===== config.mk =====
export PLATFORM = sky130hd
export DESIGN_NAME = rtp_ts_stream_monitor_core_flat
export DESIGN_NICKNAME = d
export VERILOG_FILES = /design/src/rtl/rtsm_pkg.sv /design/src/rtl/rtsm_in_if.sv /design/src/rtl/rtsm_out_if.sv /design/src/rtl/rtp_ts_stream_monitor_core.sv /design/src/flat_wrapper.sv
export SDC_FILE = /design/constraint.sdc
export NUM_CORES = 1
export LEC_CHECK = 0
export BUFFER_PORTS_ARGS = -buffer_cell sky130_fd_sc_hd__buf_2
export CORE_ASPECT_RATIO = 2
export CORE_UTILIZATION = 60
export DETAILED_ROUTE_END_ITERATION = 10
export PLACE_DENSITY = 0.8
export SLEW_MARGIN = 25
export SYNTH_ARGS = -nofsm -noshare
export SYNTH_HDL_FRONTEND = slang
export SYNTH_SLANG_ARGS = --single-unit

===== constraint.sdc =====
create_clock -name i_clk -period 8.36 [get_ports i_clk]
set_input_delay 2.09 -clock i_clk [delete_from_list [all_inputs] [get_ports i_clk]]
set_output_delay 2.09 -clock i_clk [all_outputs]
set_load 0.005 [all_outputs]

===== src/rtl/rtsm_pkg.sv =====
`timescale 1ns / 1ps
package rtsm_pkg;

    localparam int OFF_W = 11;
    localparam logic [OFF_W-1:0] OFFSET_MAX = 11'd2047;
    localparam logic [6:0] RTP_HDR_BASE = 7'd12;
    localparam logic [7:0] SYNC_BYTE = 8'h47;
    localparam int TABLE_START = 13;
    localparam logic [3:0] ZERO_LIMIT = 4'd10;
    localparam logic [3:0] TABLE_DONE = 4'd15;
    localparam int PID_W = 13;

    typedef struct packed {
        logic       func;
        logic [7:0] data_byte;
        logic       first_byte;
    } t_in_beat;

    typedef struct packed {
        logic [31:0]      byte_total;
        logic [31:0]      seq_gap_events;
        logic [31:0]      lost_packets;
        logic [31:0]      cc_errors;
        logic [PID_W-1:0] pmt_pid_found;
        logic [PID_W-1:0] pcr_pid_found;
    } t_out_beat;

endpackage


===== src/rtl/rtsm_in_if.sv =====
`timescale 1ns / 1ps
interface rtsm_in_if;
    import rtsm_pkg::*;
    logic     valid;
    logic     ready;
    t_in_beat data;
    modport source(output valid, output data, input ready);
    modport sink(input valid, input data, output ready);
endinterface


===== src/rtl/rtsm_out_if.sv =====
`timescale 1ns / 1ps
interface rtsm_out_if;
    import rtsm_pkg::*;
    logic      valid;
    logic      ready;
    t_out_beat data;
    modport source(output valid, output data, input ready);
    modport sink(input valid, input data, output ready);
endinterface


===== src/rtl/rtp_ts_stream_monitor_core.sv =====
`timescale 1ns / 1ps
// Continuity monitor for an MPEG transport stream carried over RTP.
//
// i_in carries one beat per datagram payload byte (func = 0) with first_byte
// marking the start of a datagram, or a report request (func = 1). Only a
// report request produces a beat on o_out: the four saturating totals plus the
// PMT and PCR PIDs learned so far; the totals clear in the same cycle.
//
// Every beat is handled in the cycle it is accepted: the parse state and
// counters update at that edge, and a report lands in the output register,
// so a report is visible on o_out in the cycle after acceptance. Throughput is
// one beat per cycle unless a stalled receiver holds a report; the path that
// sets it is the saturating counter add plus the sequence-number subtract.
//
// TS packet position inside a datagram is tracked by a byte counter and a
// packet counter that advance with the datagram offset.
//
// Reset (i_rst_n low, synchronous) returns all parse state and counters to
// their initial values and empties the output register. When the receiver
// stalls with a report pending, i_in.ready drops until the report is taken;
// one output register separates the two sides, so no beat is ever lost.
module rtp_ts_stream_monitor_core #(
    parameter int TS_PACKET_BYTES = 188,
    parameter int TS_PER_DATAGRAM = 7,
    parameter int COUNTER_BITS    = 32
) (
    input  logic              i_clk,
    input  logic              i_rst_n,
    rtsm_in_if.sink           i_in,
    rtsm_out_if.source        o_out
);
    import rtsm_pkg::*;

    localparam int PosW = $clog2(TS_PACKET_BYTES);
    localparam int IdxW = $clog2(TS_PER_DATAGRAM + 1);
    localparam logic [COUNTER_BITS-1:0] CntMax = '1;

    // Saturating add; a carry out of the top means the sum passed all ones.
    function automatic logic [COUNTER_BITS-1:0] sat_add(
        input logic [COUNTER_BITS-1:0] a,
        input logic [15:0]             v
    );
        logic [COUNTER_BITS:0] s;
        s = {1'b0, a} + (COUNTER_BITS+1)'(v);
        return s[COUNTER_BITS] ? CntMax : s[COUNTER_BITS-1:0];
    endfunction

    // parse state
    logic [OFF_W-1:0]        r_off, n_off;
    logic [6:0]              r_hdr, n_hdr;
    logic [7:0]              r_seq_high, n_seq_high;
    logic [15:0]             r_exp_seq, n_exp_seq;
    logic [23:0]             r_ts_hdr, n_ts_hdr;
    logic [7:0]              r_adapt, n_adapt;
    logic [15:0]             r_tword, n_tword;
    logic [3:0]              r_zwc, n_zwc;
    logic [PID_W-1:0]        r_pmt, n_pmt;
    logic [PID_W-1:0]        r_pcr, n_pcr;
    logic [3:0]              r_cc_exp, n_cc_exp;
    logic                    r_cc_start, n_cc_start;
    logic                    r_cc_pend, n_cc_pend;
    logic [PosW-1:0]         r_pkt_pos, n_pkt_pos;
    logic [IdxW-1:0]         r_pkt_idx, n_pkt_idx;
    // totals
    logic [COUNTER_BITS-1:0] r_cnt_bytes, n_cnt_bytes;
    logic [COUNTER_BITS-1:0] r_cnt_gaps, n_cnt_gaps;
    logic [COUNTER_BITS-1:0] r_cnt_lost, n_cnt_lost;
    logic [COUNTER_BITS-1:0] r_cnt_cc, n_cnt_cc;
    // output register
    logic                    r_out_valid;
    t_out_beat               r_out;

    logic                    w_acc, w_acc_rep, w_acc_byte;
    logic [7:0]              w_b;
    logic [OFF_W-1:0]        w_off;
    logic                    w_live;
    logic                    w_at_start;
    logic [PosW-1:0]         w_p;
    logic [IdxW-1:0]         w_idx;
    logic                    w_ts_en;
    logic [15:0]             w_seq, w_seq_exp, w_lost;
    logic [PID_W-1:0]        w_pid;
    logic                    w_cc_en, w_cc_disc;
    logic [3:0]              w_cc, w_cc_ref;
    logic                    w_tab_en;
    logic [PosW-1:0]         w_q;

    assign i_in.ready = !r_out_valid || o_out.ready;
    assign w_acc      = i_in.valid && i_in.ready;
    assign w_acc_rep  = w_acc && i_in.data.func;
    assign w_acc_byte = w_acc && !i_in.data.func;
    assign w_b        = i_in.data.data_byte;

    assign w_off      = i_in.data.first_byte ? '0 : r_off;
    assign w_live     = w_off < OFFSET_MAX;
    // the first TS byte of a datagram sits right after the RTP header
    assign w_at_start = w_off == {4'b0, r_hdr};
    assign w_p        = w_at_start ? '0 : r_pkt_pos;
    assign w_idx      = w_at_start ? '0 : r_pkt_idx;
    assign w_ts_en    = w_acc_byte && w_live && (w_off >= {4'b0, r_hdr})
                        && (w_idx < IdxW'(TS_PER_DATAGRAM));

    assign w_seq      = {r_seq_high, w_b};
    assign w_seq_exp  = (r_exp_seq == 16'd0 && w_seq != 16'd0) ? w_seq
                                                               : r_exp_seq + 16'd1;
    assign w_lost     = w_seq - w_seq_exp;

    assign w_pid      = r_ts_hdr[20:8];
    assign w_cc       = r_ts_hdr[3:0];
    assign w_cc_disc  = (w_p == PosW'(5)) && w_b[7];
    // continuity check at byte 4 if no or an empty adaptation field, else byte 5
    assign w_cc_en    = w_ts_en && (r_pcr != '0) && r_ts_hdr[4] && (w_pid == r_pcr)
                        && (((w_p == PosW'(4)) && (!r_ts_hdr[5] || w_b == 8'd0))
                         || ((w_p == PosW'(5)) && r_ts_hdr[5] && r_adapt != 8'd0));
    assign w_cc_ref   = (!r_cc_start || w_cc_disc) ? w_cc : r_cc_exp;

    assign w_tab_en   = w_ts_en && (r_pcr == '0) && !r_ts_hdr[23] && r_ts_hdr[22]
                        && (w_pid == r_pmt) && (w_p >= PosW'(TABLE_START));
    assign w_q        = w_p - PosW'(TABLE_START);

    always_comb begin
        n_off       = r_off;
        n_hdr       = r_hdr;
        n_seq_high  = r_seq_high;
        n_exp_seq   = r_exp_seq;
        n_ts_hdr    = r_ts_hdr;
        n_adapt     = r_adapt;
        n_tword     = r_tword;
        n_zwc       = r_zwc;
        n_pmt       = r_pmt;
        n_pcr       = r_pcr;
        n_cc_exp    = r_cc_exp;
        n_cc_start  = r_cc_start;
        n_cc_pend   = r_cc_pend;
        n_pkt_pos   = r_pkt_pos;
        n_pkt_idx   = r_pkt_idx;
        n_cnt_bytes = r_cnt_bytes;
        n_cnt_gaps  = r_cnt_gaps;
        n_cnt_lost  = r_cnt_lost;
        n_cnt_cc    = r_cnt_cc;

        if (w_acc_rep) begin
            n_cnt_bytes = '0;
            n_cnt_gaps  = '0;
            n_cnt_lost  = '0;
            n_cnt_cc    = '0;
        end

        if (w_acc_byte) begin
            n_cnt_bytes = sat_add(r_cnt_bytes, 16'd1);
            n_off       = w_live ? w_off + 1'b1 : OFFSET_MAX;

            if (w_live) begin
                case (w_off)
                    11'd0: n_hdr = RTP_HDR_BASE + {1'b0, w_b[3:0], 2'b00};
                    11'd2: n_seq_high = w_b;
                    11'd3: begin
                        // the expected number always ends up at the one received
                        n_exp_seq = w_seq;
                        if (w_seq != w_seq_exp) begin
                            n_cnt_lost = sat_add(r_cnt_lost, w_lost);
                            n_cnt_gaps = sat_add(r_cnt_gaps, 16'd1);
                        end
                    end
                    default: ;
                endcase
            end
        end

        if (w_ts_en) begin
            // advance the TS byte position
            if (w_p == PosW'(TS_PACKET_BYTES - 1)) begin
                n_pkt_pos = '0;
                n_pkt_idx = w_idx + 1'b1;
            end else begin
                n_pkt_pos = w_p + 1'b1;
                n_pkt_idx = w_idx;
            end

            if (w_p == '0) begin
                n_ts_hdr = '0;
                n_adapt  = (w_b == SYNC_BYTE) ? 8'd1 : 8'd0;
                n_zwc    = '0;
            end else if (w_p <= PosW'(3)) begin
                n_ts_hdr = {r_ts_hdr[15:0], w_b};
                // drop the header of a packet with a bad sync byte
                if (w_p == PosW'(3) && r_adapt == 8'd0) begin
                    n_ts_hdr = '0;
                end
            end else if (r_pcr != '0 && w_p == PosW'(4)) begin
                n_adapt = w_b;
            end
        end

        if (w_cc_en) begin
            n_cc_start = 1'b1;
            if (w_cc != w_cc_ref) begin
                if (!r_cc_pend) begin
                    n_cc_pend = 1'b1;
                    n_cc_exp  = w_cc_ref;
                end else begin
                    n_cnt_cc = sat_add(r_cnt_cc, 16'd1);
                    n_cc_exp = w_cc + 4'd1;
                end
            end else begin
                n_cc_pend = 1'b0;
                n_cc_exp  = w_cc_ref + 4'd1;
            end
        end

        if (w_tab_en) begin
            if (r_pmt != '0) begin
                // PMT: PCR PID follows the section header
                if (w_q == '0) begin
                    n_tword = {8'd0, w_b};
                end else if (w_q == PosW'(1)) begin
                    n_pcr = {r_tword[4:0], w_b};
                end
            end else if (r_zwc <= ZERO_LIMIT) begin
                // PAT: walk 4-byte program entries, skip program number 0
                case (w_q[1:0])
                    2'd0: n_tword = {8'd0, w_b};
                    2'd1: begin
                        if ({r_tword[7:0], w_b} == 16'd0) begin
                            n_tword = 16'd0;
                            n_zwc   = r_zwc + 4'd1;
                        end else begin
                            n_tword = 16'h8000;
                        end
                    end
                    2'd2: begin
                        if (r_tword[15]) begin
                            n_tword = {3'b100, w_b[4:0], 8'd0};
                        end
                    end
                    default: begin
                        if (r_tword[15]) begin
                            n_pmt = {r_tword[12:8], w_b};
                            n_zwc = TABLE_DONE;
                        end
                    end
                endcase
            end
        end
    end

    always_ff @(posedge i_clk) begin
        if (!i_rst_n) begin
            r_off       <= '0;
            r_hdr       <= RTP_HDR_BASE;
            r_seq_high  <= '0;
            r_exp_seq   <= '0;
            r_ts_hdr    <= '0;
            r_adapt     <= '0;
            r_tword     <= '0;
            r_zwc       <= '0;
            r_pmt       <= '0;
            r_pcr       <= '0;
            r_cc_exp    <= '0;
            r_cc_start  <= 1'b0;
            r_cc_pend   <= 1'b0;
            r_pkt_pos   <= '0;
            r_pkt_idx   <= '0;
            r_cnt_bytes <= '0;
            r_cnt_gaps  <= '0;
            r_cnt_lost  <= '0;
            r_cnt_cc    <= '0;
        end else begin
            r_off       <= n_off;
            r_hdr       <= n_hdr;
            r_seq_high  <= n_seq_high;
            r_exp_seq   <= n_exp_seq;
            r_ts_hdr    <= n_ts_hdr;
            r_adapt     <= n_adapt;
            r_tword     <= n_tword;
            r_zwc       <= n_zwc;
            r_pmt       <= n_pmt;
            r_pcr       <= n_pcr;
            r_cc_exp    <= n_cc_exp;
            r_cc_start  <= n_cc_start;
            r_cc_pend   <= n_cc_pend;
            r_pkt_pos   <= n_pkt_pos;
            r_pkt_idx   <= n_pkt_idx;
            r_cnt_bytes <= n_cnt_bytes;
            r_cnt_gaps  <= n_cnt_gaps;
            r_cnt_lost  <= n_cnt_lost;
            r_cnt_cc    <= n_cnt_cc;
        end
    end

    // hold the report until taken; load a new one on each report request
    always_ff @(posedge i_clk) begin
        if (!i_rst_n) begin
            r_out_valid <= 1'b0;
        end else if (w_acc_rep) begin
            r_out_valid <= 1'b1;
        end else if (o_out.ready) begin
            r_out_valid <= 1'b0;
        end
    end

    always_ff @(posedge i_clk) begin
        if (w_acc_rep) begin
            r_out.byte_total     <= 32'(r_cnt_bytes);
            r_out.seq_gap_events <= 32'(r_cnt_gaps);
            r_out.lost_packets   <= 32'(r_cnt_lost);
            r_out.cc_errors      <= 32'(r_cnt_cc);
            r_out.pmt_pid_found  <= r_pmt;
            r_out.pcr_pid_found  <= r_pcr;
        end
    end

    assign o_out.valid = r_out_valid;
    assign o_out.data  = r_out;

    a_report_loads: assert property (@(posedge i_clk) disable iff (!i_rst_n)
        w_acc_rep |=> o_out.valid)
        else $error("report beat not presented");

    a_report_clears: assert property (@(posedge i_clk) disable iff (!i_rst_n)
        w_acc_rep |=> (r_cnt_bytes == '0) && (r_cnt_cc == '0))
        else $error("counters not cleared by report");

    a_first_byte_offset: assert property (@(posedge i_clk) disable iff (!i_rst_n)
        w_acc_byte && i_in.data.first_byte |=> r_off == 11'd1)
        else $error("datagram offset not restarted");

    a_pkt_idx_bound: assert property (@(posedge i_clk) disable iff (!i_rst_n)
        w_ts_en |=> r_pkt_idx <= IdxW'(TS_PER_DATAGRAM))
        else $error("TS packet index overran");

endmodule


===== src/flat_wrapper.sv =====
// flat-port wrapper written by rule: the top's interface ports become plain ports
module rtp_ts_stream_monitor_core_flat import rtsm_pkg::*;
#(
    parameter int TS_PACKET_BYTES = 188,
    parameter int TS_PER_DATAGRAM = 7,
    parameter int COUNTER_BITS    = 32
)
  (i_clk, i_rst_n, i_in_valid, i_in_data, i_in_ready, o_out_valid, o_out_data, o_out_ready);
  rtsm_in_if i_in_i ();
  rtsm_out_if o_out_i ();
  input  logic i_clk;
  input  logic i_rst_n;
  input wire logic [$bits(i_in_i.valid)-1:0] i_in_valid;
  input wire logic [$bits(i_in_i.data)-1:0] i_in_data;
  output wire logic [$bits(i_in_i.ready)-1:0] i_in_ready;
  output wire logic [$bits(o_out_i.valid)-1:0] o_out_valid;
  output wire logic [$bits(o_out_i.data)-1:0] o_out_data;
  input wire logic [$bits(o_out_i.ready)-1:0] o_out_ready;
  assign i_in_i.valid = i_in_valid;
  assign i_in_i.data = i_in_data;
  assign i_in_ready = i_in_i.ready;
  assign o_out_valid = o_out_i.valid;
  assign o_out_data = o_out_i.data;
  assign o_out_i.ready = o_out_ready;
  rtp_ts_stream_monitor_core #(.TS_PACKET_BYTES(TS_PACKET_BYTES), .TS_PER_DATAGRAM(TS_PER_DATAGRAM), .COUNTER_BITS(COUNTER_BITS)) u_core (.i_clk(i_clk), .i_rst_n(i_rst_n), .i_in(i_in_i), .o_out(o_out_i));
endmodule

==> results of run 1 <==
==> cells by family after synthesis <==
group                    Yosys count  share of synthesized area, %
flip-flops                       415                          50.3
AND/OR/NAND/NOR                  777                          19.9
adder cells (fa/ha/maj)           61                          3.97
XOR/XNOR                          75                          3.35
AO/OA/AOI/OAI                    552                          18.2
buffers and inverters            148                          3.20
multiplexers                      22                          1.15
==> routing by layer <==
layer | GRT usage (%) | part of all wire (%) | vias to the layer above
li1 | - | - | 7840
met5 | 0 | 0.020 | -
met4 | 23.9 | 7.6 | 2
met2 | 54.6 | 52 | 675
met1 | 31.3 | 35 | 7928
met3 | 4.35 | 5.0 | 215
==> where the power goes <==
group | internal [mW] | switching, mW
Sequential | 2.12 | 0.0139
Combinational | 0.0893 | 0.174
Clock | 0.889 | 0.776
Total | 3.10 | 0.964
==> worst register-to-register path: cells and delay by family (launching register included) <==
family                   cells  cell delay, ns
XOR/XNOR                     1            0.16
adder cells (fa/ha/maj)      4            1.23
AO/OA/AOI/OAI               11            1.87
flip-flops                   1            0.35
AND/OR/NAND/NOR              8            2.04
buffers and inverters        2            0.24
==> metrics by stage <==
| stage | setup WS [ns] | cells |
|---|---|---|
| floorplan | 1.32 | 2050 |
| CTS | 1.11 | 2623 |
| global placement | 0.685 | 2558 |
| detailed placement | 0.546 | 2558 |
| finish | 1.04 | 2624 |
| global route | 0.586 | 2624 |
==> layout make-up <==
class                   instances  area, sq um
clock inverters                22          209
flip-flops and latches        415         9850
multi-input cells            1487         9150
clock buffers                  43          947
inverters                      48          188
repair buffers                182          947
well taps                     427          534
fillers                      2575        10400
==> synthesized netlist by cell type, types with 12 or more instances <==
master,count
dfxtp_1,261
nor2_1,216
a21oi_1,197
nand2_1,163
edfxtp_1,154
o21ai_0,114
nand3_1,95
nor3_1,76
clkbuf_1,71
ha_1,59
xnor2_1,58
inv_1,47
nand4_1,43
a31oi_1,35
and3_1,35
o221a_2,25
nor4_1,24
a22oi_1,23
nor2b_1,22
a211oi_1,21
a22o_1,18
and2_1,18
buf_2,18
mux2i_1,18
xor2_1,17
o211ai_1,15
a21o_1,14
and4_1,14
nand2b_1,12
==> worst max path at each step <==
stage / cells after the start / to
finish: 26 / u_core.r_cnt_lost[24]$_SDFF_PN0_
global route: 27 / u_core.r_cnt_lost[24]$_SDFF_PN0_
CTS: 26 / u_core.r_cnt_lost[24]$_SDFF_PN0_
detailed placement: 26 / u_core.r_cnt_lost[24]$_SDFF_PN0_
global placement: 26 / u_core.r_cnt_lost[24]$_SDFF_PN0_
floorplan: 25 / u_core.r_cnt_lost[24]$_SDFF_PN0_
==> flip-flops by register name, indices dropped and copies added, names as in the netlist, 8 cells and up <==
name	flops
u_core.o_out.data	154
u_core.r_cnt_bytes	32
u_core.r_cnt_cc	32
u_core.r_cnt_gaps	32
u_core.r_cnt_lost	32
u_core.r_ts_hdr	23
u_core.r_exp_seq	16
u_core.r_tword	14
u_core.r_pcr	13
u_core.r_pmt	13
u_core.r_off	11
u_core.r_adapt	8
u_core.r_pkt_pos	8
u_core.r_seq_high	8
==> results.json, run 1 <==
{
  "cts_root_buffer": "clkbuf_16",
  "slowest_stage": "or3b_2",
  "place.gp.congestion": 0.954,
  "hold_viol": 0,
  "finClkSkew_ns": 0.0181,
  "die_h_um": 258,
  "post_cts.repair.setup_buffers": 0,
  "first_iter_violations": 1161,
  "post-synth-top-area-fraction_pct": 26.7,
  "ant_nets": 0,
  "cp_max_fo": 12,
  "cp_data_arrival_time_ns": 7.78,
  "holdPathStages": 0,
  "utilization_pct": 67.7,
  "portBuffers": 169,
  "final_common_cell": "dfxtp_1",
  "htreeDepth": 2,
  "hold_path_class": "register to register",
  "final_cell_mix": "dfxtp_1, nor2_1, a21oi_1, buf_2, nand2_1",
  "drc": 0,
  "cap_violations": 0,
  "clock-sinks": 415,
  "reg2reg_setup_slack_ns": 2.38,
  "clk_latency_ns": 0.55,
  "wire_per_inst_um": 19.5,
  "ys_ff_latch": 415,
  "finalPower_mw": 4.07,
  "initial_core_util_pct": 60.8,
  "antenna_found_initial": 1,
  "clkTransAtPathRegs_ns": 0.06,
  "finalSetupViolCount": 0,
  "fin_tns_setup_ns": 0,
  "synth_area_leaders": "dfxtp_1, edfxtp_1, a21oi_1",
  "numCtsBuffers": 36,
  "crit_family": "compound AO/OA/AOI/OAI gates",
  "drt-total-wl_um": 51200,
  "drv_slew": 0,
  "grt_max_degree": 88,
  "grt_pass1_wl_um": 81100,
  "synth_cell_type_count": 88,
  "rows": 93,
  "setup.worst_path.start_class": "input port",
  "syn-cell-area_sq_mm": 0.0196,
  "drive_above_1_share_pct": 14.4,
  "nets": 2245,
  "min_from": "u_core.r_cnt_lost[26]$_SDFF_PN0_",
  "worst_pin_slew_ns": 1.09,
  "reg2reg_from": "u_core.r_exp_seq[0]$_SDFFE_PN0P_",
  "post-route-period-util_pct": 87.5,
  "hold_ws_ns": 0.456,
  "avgSynthCellArea_sq_um": 9.56,
  "hold_buffers": 0,
  "worst-path-buf-inv": 3,
  "n_antenna_cell": 0,
  "yosys.area.top_type": "dfxtp_1",
  "grt_pass1_vias": 16100,
  "reg2reg_depth": 26,
  "area_growth_pct": 11.4,
  "peakVddDrop_mv": 0.190,
  "outcome": "finished clean",
  "core_sq_mm": 0.0322,
  "rsz0062_at_grt": "no",
  "die_w_um": 130,
  "min_to": "u_core.o_out.data[84]$_DFFE_PP_",
  "startpoint": "i_in_data[2]",
  "grt.total_usage_pct": 30.6,
  "max_freq_mhz": 137,
  "slew_headroom_pct": 27.0,
  "rr_endpoint": "u_core.r_cnt_lost[24]$_SDFF_PN0_",
  "syn_nets": 2125,
  "required_ns": 8.82,
  "dp_hpwl_um": 35900,
  "powerDensity_mw_per_mm2": 186,
  "end_kind": "register",
  "place_area_sq_mm": 0.0206,
  "ys.flop_type": "dfxtp_1",
  "cts_tree": "yes",
  "clockBufferDepth": 3,
  "ys_warn_count": 0,
  "max_stage_delay_ns": 0.48,
  "synth_edf_count": 154,
  "final_area_sq_mm": 0.0218,
  "leakage_nw": 7.86,
  "dieArea_sq_mm": 0.0334,
  "critPathKind": "input port to register",
  "firstDrtPassIters": 6,
  "synth_sequential_area_ratio_pct": 50.3,
  "pin_count": 170,
  "async_flop_share_pct": 0,
  "overflow": 0,
  "ctsResizeCount": 0,
  "via_per_inst": 6.35,
  "vias": 16700,
  "min_period_ns": 7.32,
  "netlist_instances": 2050
}
Note: power is estimated with default switching activity, not from simulation.
==> inputs of run 2 (changes only) <==
==> constraint.sdc (replaced) <==
create_clock -name i_clk -period 8.36 [get_ports i_clk]
set_input_delay 0 -clock i_clk [delete_from_list [all_inputs] [get_ports i_clk]]
set_output_delay 0 -clock i_clk [all_outputs]
set_load 0.005 [all_outputs]
==> run 2 against run 1 <==
  * Cell count grew 0.27%
  * Fmax up 26%
  * Clock power is essentially flat
  * Clock skew down 0.0032 ns
  * Final area up 0.27%
  * Worst setup slack gained 1.5 ns
  * Combinational power hardly changed
  * Critical endpoint unchanged
  * Largest power group unchanged
  * Highest routed layer is now met4
  * Register-to-register slack improved by 0.17 ns
==> results.json, run 2 (synthesis gave the netlist of run 1 again) <==
{
  "overflow": 0,
  "clk_latency_ns": 0.56,
  "post_cts.repair.setup_buffers": 0,
  "rows": 93,
  "pwr-share-comb_pct": 6.5,
  "portBuffers": 169,
  "place_area_sq_mm": 0.0206,
  "switching_share_pct": 23.7,
  "area_growth_pct": 11.7,
  "first_iter_violations": 1235,
  "dieArea_sq_mm": 0.0334,
  "cp_max_fo": 10,
  "drive_above_1_share_pct": 14.2,
  "cts_tree": "yes",
  "outcome": "finished clean",
  "clkTransAtPathRegs_ns": 0.07,
  "peakVddDrop_mv": 0.201,
  "n_antenna_cell": 0,
  "grt_max_degree": 83,
  "critPathKind": "register to register",
  "clockBufferDepth": 3,
  "slowest_stage": "or3b_2",
  "pin_count": 170,
  "via_per_inst": 6.34,
  "cp_data_arrival_time_ns": 6.28,
  "intPower_mw": 3.10,
  "grt_pass1_wl_um": 80600,
  "final_common_cell": "dfxtp_1",
  "dp_hpwl_um": 35600,
  "setup.worst_path.start_class": "register",
  "grt.total_usage_pct": 30.5,
  "worst-path-buf-inv": 1,
  "hold_buffers": 10,
  "hold_viol": 0,
  "die_h_um": 258,
  "seq_power_share_pct": 52.7,
  "crit_family": "simple AND/OR/NAND/NOR gates",
  "finalPower_mw": 4.06,
  "grt_pass1_vias": 16200,
  "final_cell_mix": "dfxtp_1, nor2_1, a21oi_1, buf_2, nand2_1",
  "min_period_ns": 5.81,
  "wire_per_inst_um": 19.2,
  "htreeDepth": 2,
  "switching_power_uw": 962,
  "cts_root_buffer": "clkbuf_16",
  "worst_pin_slew_ns": 1.02,
  "final_area_sq_mm": 0.0219,
  "slew_headroom_pct": 31.3,
  "required_ns": 8.83,
  "fillers": 2572,
  "fin_tns_setup_ns": 0,
  "ctsResizeCount": 0,
  "firstDrtPassIters": 5,
  "place.gp.congestion": 0.961,
  "leakage_nw": 7.90,
  "largest_reg_flops": 154,
  "max_freq_mhz": 172,
  "finClkSkew_ns": 0.0149,
  "die_w_um": 130,
  "cap_violations": 0,
  "powerDensity_mw_per_mm2": 186,
  "drt-total-wl_um": 50500,
  "ant_nets": 0,
  "antenna_found_initial": 0,
  "initial_core_util_pct": 60.8,
  "drv_slew": 0,
  "end_kind": "register",
  "max_stage_delay_ns": 0.55,
  "core_sq_mm": 0.0322,
  "rsz0062_at_grt": "no",
  "pwr-share-clk_pct": 40.9,
  "vias": 16700,
  "finalSetupViolCount": 0,
  "nets": 2251,
  "drc": 0,
  "numCtsBuffers": 36,
  "clock-sinks": 415,
  "hold_path_class": "input port to register",
  "post-route-period-util_pct": 69.6
}
run 2: changes by cell type in the layout (fill, tap and decap cells not counted), moves of 2 or more:
cell and delta:
dlygate4sd3_1 +10, buf_4 -4, clkinv_1 +4, clkbuf_1 -3, clkinvlp_4 -3, clkinv_2 +2
run 2: routing by layer:
metal  GRT usage [%]  vias up  part of all wire, %
li1                -     7856                    -
met4            21.7        0                  6.9
met2            55.8      653                   53
met1            31.3     7977                   36
met3            3.71      203                  4.6
met5               0        -                    0
run 2: final timing paths:
path,startpoint,end,slack (ns),depth (start not counted)
max,u_core.r_exp_seq[0]$_SDFFE_PN0P_,u_core.r_cnt_lost[24]$_SDFF_PN0_,2.55,25
min,i_rst_n,u_core.r_hdr[3]$_SDFFE_PN1P_,0.06,3
max reg2reg,u_core.r_exp_seq[0]$_SDFFE_PN0P_,u_core.r_cnt_lost[24]$_SDFF_PN0_,2.55,25
min reg2reg,u_core.r_tword[5]$_SDFFE_PN0P_,u_core.r_tword[5]$_SDFFE_PN0P_,0.46,2
run 2: per-stage QoR:
stage	utilization [%]	instances	hold slack, ns	worst slack [ns]
2_1_floorplan	-	2050	0.147	3.23
3_3_place_gp	63.9	2554	0.386	2.75
3_5_place_dp	63.9	2554	0.390	2.63
4_1_cts	67.9	2630	0.0409	2.58
5_1_grt	67.9	2631	0.0652	2.11
6_report	67.9	2631	0.0594	2.55
run 2: cell type report:
cell class / instances / area [sq um] / area share (%)
Sequential cell: 415 / 9850 / 45.0
Multi-Input combinational cell: 1487 / 9140 / 41.7
Timing Repair Buffer: 188 / 1010 / 4.62
Clock buffer: 39 / 922 / 4.21
Tap cell: 427 / 534 / 2.44
Clock inverter: 27 / 243 / 1.11
Inverter: 48 / 188 / 0.858
run 2: worst reg2reg max path, cell delays in order, from the launching register on:
cell and delay, ns:
dfxtp_1 0.34, inv_1 0.06, ha_1 0.13, nor4b_1 0.23, and4_1 0.43, o21ai_0 0.26
nor2_1 0.14, a21oi_1 0.05, ha_1 0.23, fa_1 0.41, nand2b_1 0.17, a21boi_0 0.24
o21ai_0 0.14, a21o_1 0.19, o21ai_0 0.26, o41ai_1 0.16, xnor2_1 0.16, ha_1 0.41
o211ai_1 0.13, nand2_1 0.10, a21oi_1 0.07, nor2_1 0.17, o21ai_1 0.24, or3b_2 0.55
or3_1 0.31, a21oi_1 0.14
run 2: power by group through the flow:
stage / logic [mW] / registers [mW] / clock network, mW
after global routing: 0.289 / 2.14 / 1.75
after global placement: 0.250 / 2.18 / 0
after CTS: 0.261 / 2.14 / 1.69
final: 0.263 / 2.14 / 1.66
after detailed placement: 0.257 / 2.18 / 0
after floorplan: 0.165 / 2.19 / 0
